--- config.mk ---
export PLATFORM = sky130hd
export DESIGN_NAME = log_level_rate_limiter_top
export DESIGN_NICKNAME = d
export VERILOG_FILES = /design/src/rtl/llrl_pkg.sv /design/src/rtl/llrl_cfg.sv /design/src/rtl/llrl_bucket.sv /design/src/rtl/log_level_rate_limiter_top.sv
export VERILOG_INCLUDE_DIRS = /design/src /design/src/rtl
export SDC_FILE = /design/constraint.sdc
export NUM_CORES = 1
export LEC_CHECK = 0
export BUFFER_PORTS_ARGS = -buffer_cell sky130_fd_sc_hd__buf_4
export CORE_ASPECT_RATIO = 1.5
export CORE_MARGIN = 2
export CORE_UTILIZATION = 40
export DETAILED_ROUTE_END_ITERATION = 10
export PLACE_DENSITY = 0.62
export SYNTH_ARGS = -nofsm -noshare
export SYNTH_HDL_FRONTEND = slang
export SYNTH_SLANG_ARGS = --single-unit
export TNS_END_PERCENT = 30
--- constraint.sdc ---
create_clock -name clk -period 10 [get_ports clk]
set_input_delay 1 -clock clk [delete_from_list [all_inputs] [get_ports clk]]
set_output_delay 1 -clock clk [all_outputs]
set_load 0.05 [all_outputs]
--- src/rtl/assert_macros.svh ---
`ifndef ASSERT_MACROS_SVH
`define ASSERT_MACROS_SVH

// Immediate-cycle check, sampled on clk, idle during reset
`define LLRL_ASSERT_NOW(lbl, ante, cons) \
  lbl: assert property (@(posedge clk) disable iff (!rst_n) (ante) |-> (cons)) \
    else $error("llrl check failed");

// Next-cycle check, sampled on clk, idle during reset
`define LLRL_ASSERT_NEXT(lbl, ante, cons) \
  lbl: assert property (@(posedge clk) disable iff (!rst_n) (ante) |=> (cons)) \
    else $error("llrl check failed");

`endif

--- src/rtl/llrl_pkg.sv ---
`timescale 1ns / 1ps
package llrl_pkg;

  localparam int unsigned LVL_W      = 4;
  localparam int unsigned INTERVAL_W = 16;
  localparam int unsigned BURST_W    = 8;
  localparam int unsigned CAP_W      = INTERVAL_W + BURST_W;
  localparam int unsigned TOKEN_W    = 32;
  localparam int unsigned TIME_W     = 32;
  localparam int unsigned COUNT_W    = 16;
  localparam int unsigned CFG_IDX_W  = 3;
  localparam int unsigned CFG_DATA_W = 16;

  localparam logic [LVL_W-1:0]      HOST_LOWER_RST  = 4'd2;
  localparam logic [LVL_W-1:0]      HOST_UPPER_RST  = 4'd2;
  localparam logic [LVL_W-1:0]      GUEST_LOWER_RST = 4'd0;
  localparam logic [LVL_W-1:0]      GUEST_UPPER_RST = 4'd2;
  localparam logic [INTERVAL_W-1:0] INTERVAL_RST    = 16'd5000;
  localparam logic [BURST_W-1:0]    BURST_RST       = 8'd10;
  localparam logic [CAP_W-1:0]      CAP_RST         = 24'd50000;
  localparam logic [TOKEN_W-1:0]    TOKENS_RST      = 32'd50000;
  localparam logic [COUNT_W-1:0]    DROPPED_MAX     = 16'hFFFF;
  localparam logic [1:0]            DEFAULT_LEVEL   = 2'd1;

  typedef enum logic [CFG_IDX_W-1:0] {
    REG_HOST_LOWER  = 3'd0,
    REG_HOST_UPPER  = 3'd1,
    REG_GUEST_LOWER = 3'd2,
    REG_GUEST_UPPER = 3'd3,
    REG_INTERVAL    = 3'd4,
    REG_BURST       = 3'd5
  } cfg_reg_t;

  typedef struct packed {
    logic [LVL_W-1:0]      host_lower;
    logic [LVL_W-1:0]      host_upper;
    logic [LVL_W-1:0]      guest_lower;
    logic [LVL_W-1:0]      guest_upper;
    logic [INTERVAL_W-1:0] interval;
    logic [CAP_W-1:0]      cap;
  } cfg_t;

  typedef struct packed {
    logic              from_guest;
    logic              has_level;
    logic [1:0]        level;
    logic              force_all;
    logic [TIME_W-1:0] now_ms;
  } req_t;

  typedef struct packed {
    logic               allow;
    logic [COUNT_W-1:0] suppressed_count;
  } result_t;

endpackage

--- src/rtl/llrl_cfg.sv ---
`timescale 1ns / 1ps
module llrl_cfg import llrl_pkg::*; (
  input  logic                  clk,
  input  logic                  rst_n,
  input  logic                  cfg_wr_en,
  input  logic [CFG_IDX_W-1:0]  cfg_index,
  input  logic [CFG_DATA_W-1:0] cfg_wdata,
  output cfg_t                  cfg
);

  logic [LVL_W-1:0]      host_lower_r, host_upper_r, guest_lower_r, guest_upper_r;
  logic [LVL_W-1:0]      host_lower_nxt, host_upper_nxt, guest_lower_nxt, guest_upper_nxt;
  logic [INTERVAL_W-1:0] interval_r, interval_nxt;
  logic [BURST_W-1:0]    burst_r, burst_nxt;
  logic [CAP_W-1:0]      cap_r;

  always_comb begin
    host_lower_nxt  = host_lower_r;
    host_upper_nxt  = host_upper_r;
    guest_lower_nxt = guest_lower_r;
    guest_upper_nxt = guest_upper_r;
    interval_nxt    = interval_r;
    burst_nxt       = burst_r;
    if (cfg_wr_en) begin
      case (cfg_reg_t'(cfg_index))
        REG_HOST_LOWER:  host_lower_nxt  = cfg_wdata[LVL_W-1:0];
        REG_HOST_UPPER:  host_upper_nxt  = cfg_wdata[LVL_W-1:0];
        REG_GUEST_LOWER: guest_lower_nxt = cfg_wdata[LVL_W-1:0];
        REG_GUEST_UPPER: guest_upper_nxt = cfg_wdata[LVL_W-1:0];
        REG_INTERVAL:    interval_nxt    = cfg_wdata[INTERVAL_W-1:0];
        REG_BURST:       burst_nxt       = cfg_wdata[BURST_W-1:0];
        default: ;
      endcase
    end
  end

  always_ff @(posedge clk) begin
    if (!rst_n) begin
      host_lower_r  <= HOST_LOWER_RST;
      host_upper_r  <= HOST_UPPER_RST;
      guest_lower_r <= GUEST_LOWER_RST;
      guest_upper_r <= GUEST_UPPER_RST;
      interval_r    <= INTERVAL_RST;
      burst_r       <= BURST_RST;
      cap_r         <= CAP_RST;
    end else begin
      host_lower_r  <= host_lower_nxt;
      host_upper_r  <= host_upper_nxt;
      guest_lower_r <= guest_lower_nxt;
      guest_upper_r <= guest_upper_nxt;
      interval_r    <= interval_nxt;
      burst_r       <= burst_nxt;
      // cap built from the values being written, so it updates with them
      cap_r         <= CAP_W'(burst_nxt) * CAP_W'(interval_nxt);
    end
  end

  assign cfg.host_lower  = host_lower_r;
  assign cfg.host_upper  = host_upper_r;
  assign cfg.guest_lower = guest_lower_r;
  assign cfg.guest_upper = guest_upper_r;
  assign cfg.interval    = interval_r;
  assign cfg.cap         = cap_r;

endmodule

--- src/rtl/llrl_bucket.sv ---
`timescale 1ns / 1ps
module llrl_bucket import llrl_pkg::*; (
  input  logic    clk,
  input  logic    rst_n,
  input  logic    fire,
  input  req_t    req,
  input  cfg_t    cfg,
  output result_t res
);

  logic [TOKEN_W-1:0] tokens_r, tokens_nxt;
  logic [TIME_W-1:0]  last_r;
  logic [COUNT_W-1:0] dropped_r, dropped_nxt;

  logic [1:0]         lvl;
  logic [LVL_W-1:0]   lower, upper;
  logic               pass_low, band;
  logic [TIME_W-1:0]  elapsed;
  logic [TOKEN_W:0]   sum;
  logic [TOKEN_W-1:0] sat, capped, cap_ext, intv_ext;
  logic               bucket_ok;

  always_comb begin
    lvl      = req.has_level ? req.level : DEFAULT_LEVEL;
    lower    = req.from_guest ? cfg.guest_lower : cfg.host_lower;
    upper    = req.from_guest ? cfg.guest_upper : cfg.host_upper;
    pass_low = req.force_all || ({{(LVL_W-2){1'b0}}, lvl} < lower);
    band     = !pass_low && ({{(LVL_W-2){1'b0}}, lvl} < upper);

    // refill with wrapped elapsed time, saturate, then cap
    elapsed   = req.now_ms - last_r;
    sum       = {1'b0, tokens_r} + {1'b0, elapsed};
    sat       = sum[TOKEN_W] ? '1 : sum[TOKEN_W-1:0];
    cap_ext   = TOKEN_W'(cfg.cap);
    intv_ext  = TOKEN_W'(cfg.interval);
    capped    = (sat > cap_ext) ? cap_ext : sat;
    bucket_ok = (capped >= intv_ext);

    tokens_nxt  = bucket_ok ? (capped - intv_ext) : capped;
    dropped_nxt = bucket_ok ? '0 :
                  ((dropped_r == DROPPED_MAX) ? dropped_r : dropped_r + 1'b1);

    res.allow            = pass_low || (band && bucket_ok);
    res.suppressed_count = (band && bucket_ok) ? dropped_r : '0;
  end

  always_ff @(posedge clk) begin
    if (!rst_n) begin
      tokens_r  <= TOKENS_RST;
      last_r    <= '0;
      dropped_r <= '0;
    end else if (fire && band) begin
      tokens_r  <= tokens_nxt;
      last_r    <= req.now_ms;
      dropped_r <= dropped_nxt;
    end
  end

endmodule

--- src/rtl/log_level_rate_limiter_top.sv ---
`timescale 1ns / 1ps
// Log level rate limiter: decides per log message whether it is printed.
// Input channel (in_*): one message request per handshake carrying source,
// optional level, force flag and the current millisecond time.
// Output channel (out_*): one result per request, in order: allow and the
// number of band messages suppressed since the last bucket pass.
// Config port (cfg_*): writes of thresholds, interval and burst; the user must
// write only while no request is in flight; the block does not enforce it.
// An accepted request goes from the input register to the output register.
// Throughput: one request per cycle unless out_ready stalls; the bucket
// refill/cap/spend is done combinationally between the input and output
// registers, so back-to-back requests see each other's bucket state.
// Reset: thresholds 2/2 (host) and 0/2 (guest), interval 5000, burst 10,
// bucket holds 50000 tokens, last time 0, suppressed count 0; pipeline empty.
// Stall: when out_ready is low the output register holds its result, the
// input register fills, and in_ready then drops until the receiver drains.
module log_level_rate_limiter_top import llrl_pkg::*; #(
) (
  input  logic                  clk,
  input  logic                  rst_n,
  input  logic                  in_valid,
  output logic                  in_ready,
  input  logic                  in_from_guest,
  input  logic                  in_has_level,
  input  logic [1:0]            in_level,
  input  logic                  in_force_all,
  input  logic [TIME_W-1:0]     in_now_ms,
  output logic                  out_valid,
  input  logic                  out_ready,
  output logic                  out_allow,
  output logic [COUNT_W-1:0]    out_suppressed_count,
  input  logic                  cfg_wr_en,
  input  logic [CFG_IDX_W-1:0]  cfg_index,
  input  logic [CFG_DATA_W-1:0] cfg_wdata
);

`include "assert_macros.svh"

  cfg_t    cfg;
  req_t    s1_req_r;
  logic    s1_valid_r;
  result_t res, out_res_r;
  logic    out_valid_r;
  logic    adv;

  llrl_cfg u_cfg (
    .clk       (clk),
    .rst_n     (rst_n),
    .cfg_wr_en (cfg_wr_en),
    .cfg_index (cfg_index),
    .cfg_wdata (cfg_wdata),
    .cfg       (cfg)
  );

  // output register free or draining this cycle
  assign adv      = !out_valid_r || out_ready;
  assign in_ready = !s1_valid_r || adv;

  llrl_bucket u_bucket (
    .clk   (clk),
    .rst_n (rst_n),
    .fire  (s1_valid_r && adv),
    .req   (s1_req_r),
    .cfg   (cfg),
    .res   (res)
  );

  always_ff @(posedge clk) begin
    if (!rst_n) begin
      s1_valid_r  <= 1'b0;
      out_valid_r <= 1'b0;
    end else begin
      if (in_ready) s1_valid_r <= in_valid;
      if (adv) out_valid_r <= s1_valid_r;
    end
  end

  always_ff @(posedge clk) begin
    if (in_valid && in_ready) begin
      s1_req_r.from_guest <= in_from_guest;
      s1_req_r.has_level  <= in_has_level;
      s1_req_r.level      <= in_level;
      s1_req_r.force_all  <= in_force_all;
      s1_req_r.now_ms     <= in_now_ms;
    end
    if (adv && s1_valid_r) out_res_r <= res;
  end

  assign out_valid            = out_valid_r;
  assign out_allow            = out_res_r.allow;
  assign out_suppressed_count = out_res_r.suppressed_count;

  `LLRL_ASSERT_NOW(a_count_only_on_pass, out_valid_r && (out_suppressed_count != '0), out_allow)
  `LLRL_ASSERT_NOW(a_ready_when_out_empty, !out_valid_r, in_ready)
  `LLRL_ASSERT_NEXT(a_stage_held_on_stall, s1_valid_r && out_valid_r && !out_ready, s1_valid_r)

endmodule

# == Word level (Yosys, flattened, before mapping) ==
# Index checks and enable logic that the tools add are counted.
# word_totals
out_inout_bits,19
elab_cells,65
regBits,200
# op_classes
n_reduce_logical,18
n_eq_ne,7
add_sub_neg,4
n_mul,1
n_mux,12
magnitude_cmp,4
# ops
cell,n
$mux W32,3
$mux W16,4
$add A32 B32 Y33,1
$ge A32 B16 Y1,1
$gt A32 B24 Y1,1
$sub A32 B16 Y32,1
$sub A32 B32 Y32,1
$mul A8 B16 Y24,1
$add A16 B1 Y16 const B,1
$eq A16 B16 Y1 const B,1
$mux W8,2
$reduce_and A2 Y1,5
$lt A2 B4 Y1,2
$mux W4,2
$eq A3 B2 Y1 const B,2
$eq A3 B3 Y1 const B,2
$logic_and A1 B1 Y1,5
$logic_or A1 B1 Y1,4
$eq A3 B1 Y1 const B,1
$logic_not A1 Y1,3
$logic_not A3 Y1,1
$mux W2,1
$ne A2 B1 Y1 const B,1

# == Longest topological paths before layout ==
# Gate-level depths: netlist of the first run.
# logic_depth
word_depth,8
depth_mapped,54

# == By module ==
# Synthesis of the first run repeated with hierarchy kept, for this count alone.
# hier_totals
hier_cells,1977
hier_area_um2,16926.2
# by_module_without_submodules
mod,cells_each,instances,area_per_inst_um2
llrl_bucket,1241,1,9072.5
llrl_cfg,673,1,6128.4
log_level_rate_limiter_top,63,1,1725.4

# == Least setup slack after synthesis of the first run ==
# No wires, ideal clock.
# synth_path
kind,reg-to-reg
startpoint,register s1_req_r[1] (netlist bit)
endpoint,register out_res_r (netlist bit out_suppressed_count[10]) (data pin)
stages_incl_launch_ff,48
t_required_ps,9745
setup_slack_ps,-215
setup_time_ps,255
arrival_ps,9960
path_cell_list,edfxtp_1 > ha_1 > nor2b_1 > o21ai_0 > a21boi_0 > o21ai_0 > o211ai_1 > a221oi_1 > o21ai_0 > o41ai_1 > o21ai_0 > a21oi_1 > xnor2_1 > ha_1 > buf_2 > a21oi_1 > o21ai_1 > a22oi_1 > [12 not listed] > or4b_4 > nor4_4 > buf_6 > buf_6 > mux2_2 > fa_1 > a21o_1 > a21oi_1 > nor2b_1 > o221a_2 > a211o_1 > nand2_1 > a22o_1 > nand4_1 > mux2_2 > buf_6 > clkbuf_1 > and3_1
# synth_between
elab_chain_len,7
# synth_lines
item,line,rtl
start: declaration,log_level_rate_limiter_top.sv:40,req_t s1_req_r;
$sub A32 B32 Y32 (*),llrl_bucket.sv:31,elapsed = req.now_ms - last_r;
$add A32 B32 Y33 (*),llrl_bucket.sv:32,"sum = {1'b0, tokens_r} + {1'b0, elapsed};"
$mux W32 (*),llrl_bucket.sv:33,sat = sum[TOKEN_W] ? '1 : sum[TOKEN_W-1:0];
$gt A32 B24 Y1,llrl_bucket.sv:36,capped = (sat > cap_ext) ? cap_ext : sat;
$mux W32 (*),llrl_bucket.sv:36,
$ge A32 B16 Y1 (*),llrl_bucket.sv:37,bucket_ok = (capped >= intv_ext);
$logic_and A1 B1 Y1 (*),llrl_bucket.sv:44,res.suppressed_count = (band && bucket_ok) ? dropped_r : '0;
end signal: assignment,log_level_rate_limiter_top.sv:86,if (adv && s1_valid_r) out_res_r <= res;
end: declaration,log_level_rate_limiter_top.sv:42,"result_t res, out_res_r;"
# Mark *: on every way between the ends. The rest lies on a longest branch, timed or not.
# A chain may end at the register's enable or synchronous reset.

# == Final worst setup path of the first run ==
# layout_path
startpoint,register s1_req_r[0] (netlist bit)
endpoint,register u_bucket.tokens_r[28]
# layout_between
elab_chain_len,7
elab_cells_between_ends,8
cone_classes,add/sub (3); order compare (2); mux (3)
# layout_lines
item,line,rtl
$sub A32 B32 Y32 (*),llrl_bucket.sv:31,
$add A32 B32 Y33 (*),llrl_bucket.sv:32,
$mux W32 (*),llrl_bucket.sv:33,
$gt A32 B24 Y1,llrl_bucket.sv:36,
$mux W32 (*),llrl_bucket.sv:36,
$sub A32 B16 Y32 or $ge A32 B16 Y1 (tied branches),"llrl_bucket.sv:39, llrl_bucket.sv:37",
$mux W32 (*),llrl_bucket.sv:39,tokens_nxt = bucket_ok ? (capped - intv_ext) : capped;
end signal: assignment,llrl_bucket.sv:53,tokens_r <= tokens_nxt;
end: declaration,llrl_bucket.sv:11,"logic [TOKEN_W-1:0] tokens_r, tokens_nxt;"
# Marked as above.

==> out/qor.log, run 1 <==
[outcome] status complete, no violations
[floorplan] area of the core 41100 um2
[layout] final non-filler cell area 19900 um2
[critical_path] critical path arrival 9950 ps
[logic_synthesis] multiplexer share of the synthesized area 0.0493
[clock_network] CTS tree done
[logic_synthesis] sequential element share of the synthesized area 0.272
[sta] post-route worst hold slack 462 ps
[layout] ANT cells 0
[logic_synthesis] Syn. warnings 0
[critical_path] r2r setup slk 420 ps
[hold_path] worst hold-check path type reg -> reg
[sta] max-slew violation count 0
[route] count of TritonRoute iterations in the first routing pass 5
[logic_synthesis] library cell with the highest instance count after synthesis nand2_1
[clock_network] maximum clock path buffer count 2
[critical_path] type of the worst setup path reg -> reg
[floorplan] Vert. Die Dim 254 um
[sta] ratio of final minimum period to clock period 0.958
[route] post-route antenna net violation count 0
[sta] RSZ-0062 raised after global routing yes
[global_routing] initial antenna violation count 0
[logic_synthesis] total of flip-flops plus latches after synthesis 200
[critical_path] worst path buffer plus inverter count 8
[logic_synthesis] share of flip-flops with an asynchronous set or reset after synthesis 0
[clock_network] CTS Sinks 200
[logic_synthesis] main combinational cell family by area after synthesis adder cells
[critical_path] delay of the slowest critical-path stage 500 ps
[sta] top achievable clock speed 104 MHz
[route] average wire length per cell after detail routing 16.8 um
[logic_synthesis] number of enable flip-flop cells after synthesis 54
[critical_path] capturing point of the worst reg2reg path u_bucket.tokens_r[28]
[layout] NumNets Final 2417
[logic_synthesis] Synth Area in Adders 0.217
[placement] instance area after placement 18700 um2
[critical_path] Worst setup startpoint s1_req_r[0]
[logic_synthesis] Netlist cell types 82
[flow_run] Max-Cap Viols 0
[logic_synthesis] synthesized-area fraction occupied by xor and xnor cells 0.0499
[logic_synthesis] Commonest cells post-synth nand2_1, inv_1, ha_1, dfxtp_1, nor2_1
[logic_synthesis] Post-Synthesis Cells 1943
[global_routing] number of global-route vias before repair 14.5k
[clock_network] cts bufs inserted 17
[critical_path] slowest stage cell, crit path or4b_4
[logic_synthesis] synthesized netlist net count 2241
[clock_network] post-cts hold buffer count 0
[sta] actual slew at the worst max-slew pin 1210 ps
[critical_path] required time of the critical path 10360 ps
[logic_synthesis] Post-Syn Area 16700 um2
[pwr] worst supply voltage drop on vdd 0.139 mV
[global_routing] global routing's busiest layer met2
[logic_synthesis] post-synthesis compound-gate area fraction 0.154
[route] vias after detailed routing 14.2k
[sta] Tmin final 9580 ps
[floorplan] Total Die Area 43400 um2
[critical_path] number of cells traversed by the worst register-to-register path 51
[critical_path] Crit path depth 51
[global_routing] Global Route met1 Usage 0.218
[logic_synthesis] prevailing post-synth register cell dfxtp_1
[logic_synthesis] synthesized area divided by synthesized cell count 8.59 um2
[floorplan] IO Pins 80
[route] number of DRC violations after detailed-routing iteration 0 675
[route] drt via density 5.27
[sta] relative max-transition margin 0.191
[global_routing] wire length of the first global-routing pass 71500 um
[pwr] cell leakage power 8.90 nW
[placement] number of buffers inserted by port buffering 79
[clock_network] source-to-sink clock delay at the later pin of the worst-skew pair 480 ps
[sta] final number of hold-violating endpoints 0
[logic_synthesis] cell taking the most area after synthesis dfxtp_1
[critical_path] launch instance of the worst register-to-register path s1_req_r[0]
[floorplan] row count 91
[floorplan] initial standard-cell utilization of the core 0.406
[critical_path] timing endpoint of the critical path u_bucket.tokens_r[28]
[clock_network] clock root cell clkbuf_16
[logic_synthesis] Yosys top cell area share 0.175
[floorplan] chip width 171 um
[route] routed wire length 45200 um
[layout] relative area change from synthesis to final layout 19.3%
[layout] fraction of final layout cells sized beyond drive strength 1 0.172
[clock_network] Clock H-tree levels 4
[logic_synthesis] simple-gate share of the synthesized area 0.192
[placement] half-perimeter wire length after detailed placement 35600 um
[clock_network] clock input transition at the sequential cells of the worst setup and hold paths 70 ps
[logic_synthesis] Synth area leaders dfxtp_1, ha_1, fa_1
[pwr] areal power density over the cells 147 nW/um2
[global_routing] met2 usage 0.400
[layout] Final Util 0.484
[critical_path] Setup crit start kind flip-flop
[global_routing] residual overflow from global routing 0
[sta] final setup violating endpoints 0
[critical_path] Worst Setup End Kind flip-flop
[global_routing] largest net degree at the start of global routing 93
[global_routing] fraction of met3 tracks used by global routing 0.0242
[hold_path] number of cells traversed by the worst hold path 2
[global_routing] combined global-route utilization of all metal layers 0.209
[critical_path] cell family with the largest share of critical-path delay compound AO/OA/AOI/OAI gates
[placement] routability congestion estimate 0.985
[sta] final clock skew 19.8 ps
[route] # DRC 0
[critical_path] biggest fanout along the worst timing path 8
-- cell type report --
| cell class | count | area (um2) |
|---|---|---|
| clock buffers | 21 | 473 |
| inverters | 203 | 762 |
| flip-flops and latches | 200 | 4540 |
| repair buffers | 226 | 1800 |
| fillers | 3942 | 21200 |
| multi-input cells | 1471 | 11500 |
| clock inverters | 11 | 105 |
| well taps | 558 | 698 |
-- worst min-delay path: cells and delay by family (launching register included) --
family / cells / cell delay, ps
flops: 1 / 310
compound gates: 1 / 60
simple gates: 1 / 50
-- stage by stage --
stage | TNS (ps) | cells | power, mW | setup slack [ps]
floorplan | 0 | 1943 | 1.74 | 33.0
detailed placement | -20880 | 2640 | 2.14 | -409
global placement | -3020 | 2640 | 2.12 | -134
finish | 0 | 2690 | 2.94 | 418
CTS | 0 | 2673 | 2.85 | 14.2
global route | -3540 | 2690 | 3.13 | -121
-- power by group --
part	leakage (nW)	total (mW)	internal, mW	switching, mW
clock	0.286	0.690	0.349	0.341
sequential	1.70	0.900	0.873	0.0273
combinational	6.91	1.35	0.620	0.726
-- cells by family (layout without fill, tap and decap cells) --
logic type / count (synthesis) / after routing
and+or+nand+nor: 665 / 665
AOI/OAI and AO/OA: 394 / 394
adders and majority gates: 237 / 237
muxes: 79 / 80
DFF: 200 / 200
xor gates and xnor gates: 95 / 95
buffers and inverters: 273 / 461
-- how the worst min path moves through the flow --
stage,slack (ps),end,from
3_3_place_gp,450,u_bucket.last_r[29],u_bucket.last_r[29]
3_5_place_dp,450,u_cfg.host_lower_r[1],u_cfg.host_lower_r[1]
2_1_floorplan,440,u_cfg.host_lower_r[1],u_cfg.host_lower_r[1]
5_1_grt,480,u_bucket.last_r[30],u_bucket.last_r[30]
6_report,460,u_bucket.last_r[30],u_bucket.last_r[30]
4_1_cts,470,u_bucket.last_r[30],u_bucket.last_r[30]
-- routing by layer --
| metal | vias up | share of wire |
|---|---|---|
| met4 | 0 | 0.055 |
| met2 | 236 | 0.54 |
| li1 | 6983 | - |
| met5 | - | 0 |
| met3 | 103 | 0.025 |
| met1 | 6856 | 0.38 |
-- registers in the layout, summed over array words and instances (netlist names) --
name and count:
u_cfg.cap_r 24, out_suppressed_count 16, out_valid 1, u_cfg.burst_r 8, u_bucket.dropped_r 16, u_cfg.host_upper_r 4
s1_valid_r 1, s1_req_r 37, out_allow 1, u_cfg.host_lower_r 4, u_bucket.tokens_r 32, u_cfg.interval_r 16
u_cfg.guest_upper_r 4, u_bucket.last_r 32, u_cfg.guest_lower_r 4
-- cells in the final DEF, fill, tap and decap left out, types with 13 or more instances in the layout --
cell type  netlist  final
and3_1          24     24
a21o_1          42     42
o21ai_0         76     66
nand2_1        249    242
nand2b_1        32     29
o211ai_1        13     13
dfxtp_1        146    146
ha_1           150    137
o21ai_1          7     15
xnor2_1         60     59
inv_1          203    202
fa_1            87     85
buf_4            3    214
a21oi_1        105     95
nor2_1         143    142
a21boi_0        38     37
and2_1          37     35
nor3_1          27     26
mux2i_1         56     55
mux2_2          22     18
clkbuf_16        0     20
o21a_1          22     22
nand3_1         35     35
nand4_1         27     27
edfxtp_1        54     54
xor2_1          35     35
nor2b_1         40     37
-- what timing repair did --
item / CTS / global route
setup buffers: 1 / 15
endpoints found under the setup margin: 65 / 65
endpoints found under the hold margin: 0 / 0
pin swaps: 4 / 50
gates resized for setup: 14 / 80
gates cloned: 0 / 3
Power figures use the tool's default switching activity.
==> inputs of run 2 (changes only) <==
--- a/config.mk
+++ b/config.mk
@@ -15,4 +15,4 @@
 export SYNTH_ARGS = -nofsm -noshare
 export SYNTH_HDL_FRONTEND = slang
 export SYNTH_SLANG_ARGS = --single-unit
-export TNS_END_PERCENT = 30
+export TNS_END_PERCENT = 5
==> constraint.sdc (replaced) <==
create_clock -name clk -period 8.39 [get_ports clk]
set_input_delay 0.839 -clock clk [delete_from_list [all_inputs] [get_ports clk]]
set_output_delay 0.839 -clock clk [all_outputs]
set_load 0.05 [all_outputs]
==> out/qor.log, run 2 (synthesis gave the netlist of run 1 again) <==
[critical_path] required time of the critical path 8620 ps [-1740 ps]
[layout] registers with the highest flip-flop counts s1_req_r: 37 flops, u_bucket.last_r: 32 flops, u_bucket.tokens_r: 32 flops
[placement] half-perimeter wire length after detailed placement 36700 um [+3.2%]
[placement] Placed Cells incl. Taps 2788 [+5.6%]
[layout] NumNets Final 2591 [+7.2%]
[sta] post-route worst hold slack 463 ps [+1.12 ps]
[layout] fraction of final layout cells sized beyond drive strength 1 0.235 [+0.0638]
[global_routing] initial antenna violation count 0 [unchanged]
[layout] fill cell count 3788 [-3.9%]
[layout] relative area change from synthesis to final layout 26.9%
[floorplan] Total Die Area 43400 um2 [unchanged]
[critical_path] r2r setup slk -1300 ps [-1720 ps]
[pwr] cell leakage power 9.71 nW [+9.2%]
[route] # DRC 0 [unchanged]
[route] vias after detailed routing 14.7k [+3.8%]
[hold_path] worst hold-check path type reg -> reg
[sta] final number of hold-violating endpoints 0 [unchanged]
[route] average wire length per cell after detail routing 16.4 um [-2.1%]
[route] routed wire length 47100 um [+4.2%]
[floorplan] Vert. Die Dim 254 um [unchanged]
[global_routing] combined global-route utilization of all metal layers 0.223 [+0.0140]
[sta] actual slew at the worst max-slew pin 1150 ps [-56.8 ps]
[layout] post-route insts no fill 2864 [+6.5%]
[global_routing] wire length of the first global-routing pass 76200 um [+6.6%]
[layout] max reg flops 37 [unchanged]
[clock_network] Clock H-tree levels 4 [unchanged]
[critical_path] Worst Setup End Kind flip-flop
[sta] PnR worst setup slack -1300 ps [-1720 ps]
[sta] Tmin final 9690 ps [+111 ps]
[sta] top achievable clock speed 103 MHz [-1.1%]
[clock_network] source-to-sink clock delay at the later pin of the worst-skew pair 480 ps [about the same]
[clock_network] clock input transition at the sequential cells of the worst setup and hold paths 80 ps [about the same]
[critical_path] slowest stage cell, crit path or4b_4
[layout] commonest cells after routing, fill and taps aside buf_4, nand2_1, inv_1
[outcome] status finished, violations left
[floorplan] row count 91 [unchanged]
[critical_path] critical path arrival 9920 ps [-30 ps]
[floorplan] chip width 171 um [unchanged]
[layout] area used by multi-input combinational logic 11500 um2 [-0.47%]
[floorplan] IO Pins 80 [unchanged]
[critical_path] Setup crit start kind flip-flop
[clock_network] CTS tree done
[sta] final setup violating endpoints 65 [+65]
[global_routing] largest net degree at the start of global routing 84 [-9.7%]
[route] post-route antenna net violation count 0 [unchanged]
[global_routing] residual overflow from global routing 0 [unchanged]
[placement] routability congestion estimate 0.914 [-7.2%]
[critical_path] delay of the slowest critical-path stage 500 ps [about the same]
[clock_network] post-cts hold buffer count 0 [unchanged]
[clock_network] clock root cell clkbuf_16
[layout] commonest non-fill, non-tap cell in the layout buf_4
[sta] final clock skew 14.5 ps [-5.35 ps]
[route] count of TritonRoute iterations in the first routing pass 5 [unchanged]
[outcome] failing checks negative setup slack
[critical_path] cell with the most instances on the worst path buf_4
[sta] ratio of final minimum period to clock period 1.16 [+0.197]
[route] drt via density 5.14 [-2.5%]
[critical_path] type of the worst setup path reg -> reg
[placement] worst-case setup slack after placement -1620 ps [-1210 ps]
[pwr] worst supply voltage drop on vdd 0.157 mV [+13%]
[pwr] areal power density over the cells 172 nW/um2 [+17%]
[flow_run] Max-Cap Viols 0 [unchanged]
[placement] number of buffers inserted by port buffering 79 [unchanged]
[critical_path] biggest fanout along the worst timing path 16 [+8]
[layout] ANT cells 0 [unchanged]
[floorplan] initial standard-cell utilization of the core 0.406 [unchanged]
[sta] max-slew violation count 0 [unchanged]
[layout] Sequential cell area 4550 um2 [about the same]
[clock_network] CTS Sinks 200 [unchanged]
[layout] register name with the most flops s1_req_r
[sta] RSZ-0062 raised after global routing yes
[sta] relative max-transition margin 0.227 [+0.0356]
[route] number of DRC violations after detailed-routing iteration 0 692 [+2.5%]
[floorplan] area of the core 41100 um2 [unchanged]
[global_routing] number of global-route vias before repair 15.3k [+5.4%]
[clock_network] cts bufs inserted 17 [unchanged]
[clock_network] maximum clock path buffer count 2 [unchanged]
-- run 2: through the flow --
step | area (um2) | TNS, ps | total power, mW | utilization
after CTS | 21000 | -70710 | 3.60 | 0.510
after global routing | 21200 | -107440 | 3.88 | 0.515
after detailed placement | 20000 | -100990 | 2.72 | 0.485
final | 21200 | -81240 | 3.64 | 0.515
after floorplan | 16900 | -53360 | 2.11 | -
after global placement | 20000 | -85600 | 2.69 | 0.485
-- run 2: repair_timing --
action	4_1_cts	5_1_grt
gates resized for setup	36	25
cloned	2	1
setup endpoints to repair	65	65
pin swaps	36	40
setup buffers	32	13
-- run 2: layout make-up --
cell class / count / area share
multi-input combinational: 1470 / 0.542
sequential: 200 / 0.215
timing repair buffer: 401 / 0.148
inverter: 203 / 0.0360
tap: 558 / 0.0330
clock buffer: 20 / 0.0206
clock inverter: 12 / 0.00502
-- run 2: path summary, 6_finish.rpt --
check,startpoint,endpoint,cells after the start
worst max-delay path,s1_req_r[0],out_suppressed_count[6],49
worst min-delay path,u_bucket.last_r[4],u_bucket.last_r[4],2
worst max register to register,s1_req_r[0],out_suppressed_count[6],49
worst min register to register,u_bucket.last_r[4],u_bucket.last_r[4],2
-- run 2: layer usage --
metal,part of all wire,vias up,GRT usage
met5,0,-,0
met4,0.050,0,0.115
met3,0.028,105,0.0307
met2,0.54,248,0.422
met1,0.38,7051,0.237
li1,-,7315,-
-- run 2: worst max-delay path: cells and delay by family (launching register included) --
family          cells  cell delay (ps)
mux                 2              710
compound gates     19             3650
buf+inv             8             1200
fa+ha+maj           5             1190
simple gates       14             2150
flops               1              400
xor+xnor            1              140
-- run 2: power breakdown --
part,switching [mW],internal (mW)
clock,0.408,0.389
combinational,0.908,0.865
sequential,0.0317,1.04
total,1.35,2.29
==> inputs of run 3 (changes only) <==
--- a/config.mk
+++ b/config.mk
@@ -10,6 +10,7 @@
 export CORE_ASPECT_RATIO = 1.5
 export CORE_MARGIN = 2
 export CORE_UTILIZATION = 40
+export CTS_BUF_LIST = sky130_fd_sc_hd__clkbuf_4 sky130_fd_sc_hd__clkbuf_8
 export DETAILED_ROUTE_END_ITERATION = 10
 export PLACE_DENSITY = 0.62
 export SYNTH_ARGS = -nofsm -noshare
==> out/qor.log, run 3 (synthesis gave the netlist of run 1 again) <==
[critical_path] capturing point of the worst reg2reg path u_bucket.tokens_r[14]
[layout] commonest non-fill, non-tap cell in the layout buf_4
[placement] number of buffers inserted by port buffering 79 [unchanged]
[placement] instance area after placement 20000 um2 [unchanged]
[layout] commonest cells after routing, fill and taps aside buf_4, nand2_1, inv_1
[critical_path] type of the worst setup path reg -> reg
[hold_path] number of cells traversed by the worst hold path 2 [unchanged]
[layout] fraction of final layout cells sized beyond drive strength 1 0.252 [+0.0163]
[critical_path] Worst Setup End Kind flip-flop
[route] count of TritonRoute iterations in the first routing pass 4 [-1]
[pwr] areal power density over the cells 166 nW/um2 [-3.7%]
[critical_path] delay of the slowest critical-path stage 500 ps [about the same]
[sta] final number of hold-violating endpoints 0 [unchanged]
[layout] NumNets Final 2605 [+0.54%]
[floorplan] area of the core 41100 um2 [unchanged]
[global_routing] combined global-route utilization of all metal layers 0.222 [-0.000591]
[floorplan] row count 91 [unchanged]
[flow_run] Max-Cap Viols 0 [unchanged]
[route] routed wire length 47000 um [about the same]
[critical_path] cell with the most instances on the worst path buf_4
[placement] worst-case setup slack after placement -1620 ps [unchanged]
[route] post-route antenna net violation count 0 [unchanged]
[clock_network] CTS Sinks 200 [unchanged]
[critical_path] launch instance of the worst register-to-register path s1_req_r[0]
[placement] routability congestion estimate 0.914 [unchanged]
[critical_path] critical path arrival 10040 ps [+120 ps]
[layout] Final Util 0.517 [+0.00225]
[global_routing] wire length of the first global-routing pass 76300 um [about the same]
[sta] ratio of final minimum period to clock period 1.15 [-0.00621]
[sta] relative max-transition margin 0.169 [-0.0581]
[route] number of DRC violations after detailed-routing iteration 0 635 [-8.2%]
[critical_path] number of cells traversed by the worst register-to-register path 49 [unchanged]
[layout] final non-filler cell area 21300 um2 [+0.44%]
[outcome] failing checks negative setup slack
[pwr] cell leakage power 9.72 nW [+0.11%]
[critical_path] slowest stage cell, crit path or4b_4
[critical_path] r2r setup slk -1250 ps [+50 ps]
[hold_path] worst hold-check path type reg -> reg
[clock_network] clock root cell clkbuf_8
[sta] Total Neg Setup Slack -75040 ps [+6200 ps]
[sta] PnR worst setup slack -1250 ps [+52.1 ps]
[critical_path] required time of the critical path 8780 ps [+160 ps]
[global_routing] residual overflow from global routing 0 [unchanged]
[sta] actual slew at the worst max-slew pin 1240 ps [+86.6 ps]
[layout] registers with the highest flip-flop counts s1_req_r: 37 flops, u_bucket.last_r: 32 flops, u_bucket.tokens_r: 32 flops
[clock_network] maximum clock path buffer count 2 [unchanged]
[placement] Placed Cells incl. Taps 2788 [unchanged]
[pwr] total power after layout 3.52 mW [-3.3%]
[floorplan] Total Die Area 43400 um2 [unchanged]
[sta] Tmin final 9640 ps [-52.1 ps]
[sta] final clock skew 22.2 ps [+7.72 ps]
[pwr] worst supply voltage drop on vdd 0.109 mV [-31%]
[route] drt via density 5.13 [-0.27%]
[sta] RSZ-0062 raised after global routing yes
[critical_path] Setup crit start kind flip-flop
[critical_path] biggest fanout along the worst timing path 6 [-10]
[route] average wire length per cell after detail routing 16.3 um [-0.57%]
[global_routing] initial antenna violation count 1 [+1]
[layout] register name with the most flops s1_req_r
[hold_path] end of the worst hold path u_bucket.last_r[4]
[route] # DRC 0 [unchanged]
[clock_network] CTS tree done
[global_routing] largest net degree at the start of global routing 84 [unchanged]
[layout] max reg flops 37 [unchanged]
[clock_network] clock input transition at the sequential cells of the worst setup and hold paths 110 ps [+30 ps]
[sta] top achievable clock speed 104 MHz [+0.54%]
[hold_path] source of the worst hold timing path u_bucket.last_r[4]
[layout] relative area change from synthesis to final layout 27.4%
[floorplan] initial standard-cell utilization of the core 0.406 [unchanged]
[sta] post-route worst hold slack 466 ps [+3.20 ps]
[global_routing] number of global-route vias before repair 15.3k [+0.37%]
[floorplan] chip width 171 um [unchanged]
[clock_network] source-to-sink clock delay at the later pin of the worst-skew pair 540 ps [+60 ps]
[clock_network] Clock H-tree levels 4 [unchanged]
[outcome] status finished, violations left
[floorplan] Vert. Die Dim 254 um [unchanged]
[layout] post-route insts no fill 2879 [+0.52%]
[floorplan] IO Pins 80 [unchanged]
[placement] half-perimeter wire length after detailed placement 36700 um [unchanged]
[clock_network] cts bufs inserted 17 [unchanged]
[sta] final setup violating endpoints 65 [unchanged]
[route] vias after detailed routing 14.8k [+0.25%]
[sta] max-slew violation count 0 [unchanged]
==> run 3: cell types whose count changed in the layout (fill, tap and decap cells not counted), sizes merged <==
cell    delta
buf       +16
bufbuf     -1
diode      +1
clkbuf     -1
==> run 3: worst max-delay path by stage <==
stage                      startpoint                  endpoint  slack (ps)  cells past startpoint
final                     s1_req_r[0]     u_bucket.tokens_r[14]       -1250                     49
after global placement    s1_req_r[1]     u_bucket.tokens_r[31]       -1380                     46
after detailed placement  s1_req_r[1]     u_bucket.tokens_r[11]       -1620                     49
after CTS                 s1_req_r[1]     u_bucket.tokens_r[14]       -1150                     48
after global routing      s1_req_r[0]      u_bucket.tokens_r[8]       -1630                     47
after floorplan           s1_req_r[1]  out_suppressed_count[12]        -890                     49
==> run 3: worst max-delay path: cells and delay by family (launching register included) <==
kind | cells | cell delay [ps]
buffers and inverters | 7 | 1110
and+or+nand+nor | 12 | 2060
adders and majority gates | 6 | 1300
DFF | 1 | 400
muxes | 3 | 750
AOI/OAI and AO/OA | 20 | 3720
xor gates and xnor gates | 1 | 140
==> run 3: repair_timing <==
action | 4_1_cts | 5_1_grt
hold buffers | 0 | 0
gates resized for setup | 58 | 37
endpoints found under the setup margin | 65 | 65
setup buffers | 46 | 10
gates cloned | 3 | 0
pin swaps | 51 | 27
==> run 3: power breakdown <==
part           switching, mW  internal, mW  total, mW
logic                  0.927         0.915       1.84
registers             0.0321          1.04       1.07
clock network          0.384         0.224      0.608
==> run 3: metal layers <==
| layer | up-vias | track usage | wire length (um) |
|---|---|---|---|
| met5 | - | 0 | 0 |
| met4 | 0 | 0.130 | 2640 |
| li1 | 7341 | - | - |
| met2 | 195 | 0.416 | 25000 |
| met3 | 98 | 0.0267 | 976 |
| met1 | 7122 | 0.237 | 18500 |
==> run 3: layout make-up <==
type	count	area (um2)
Fill cell	3803	19800
Multi-Input combinational cell	1470	11600
Sequential cell	200	4550
Timing Repair Buffer	415	3260
Inverter	203	762
Tap cell	558	698
Clock buffer	20	256
Clock inverter	12	106
Antenna cell	1	2.50
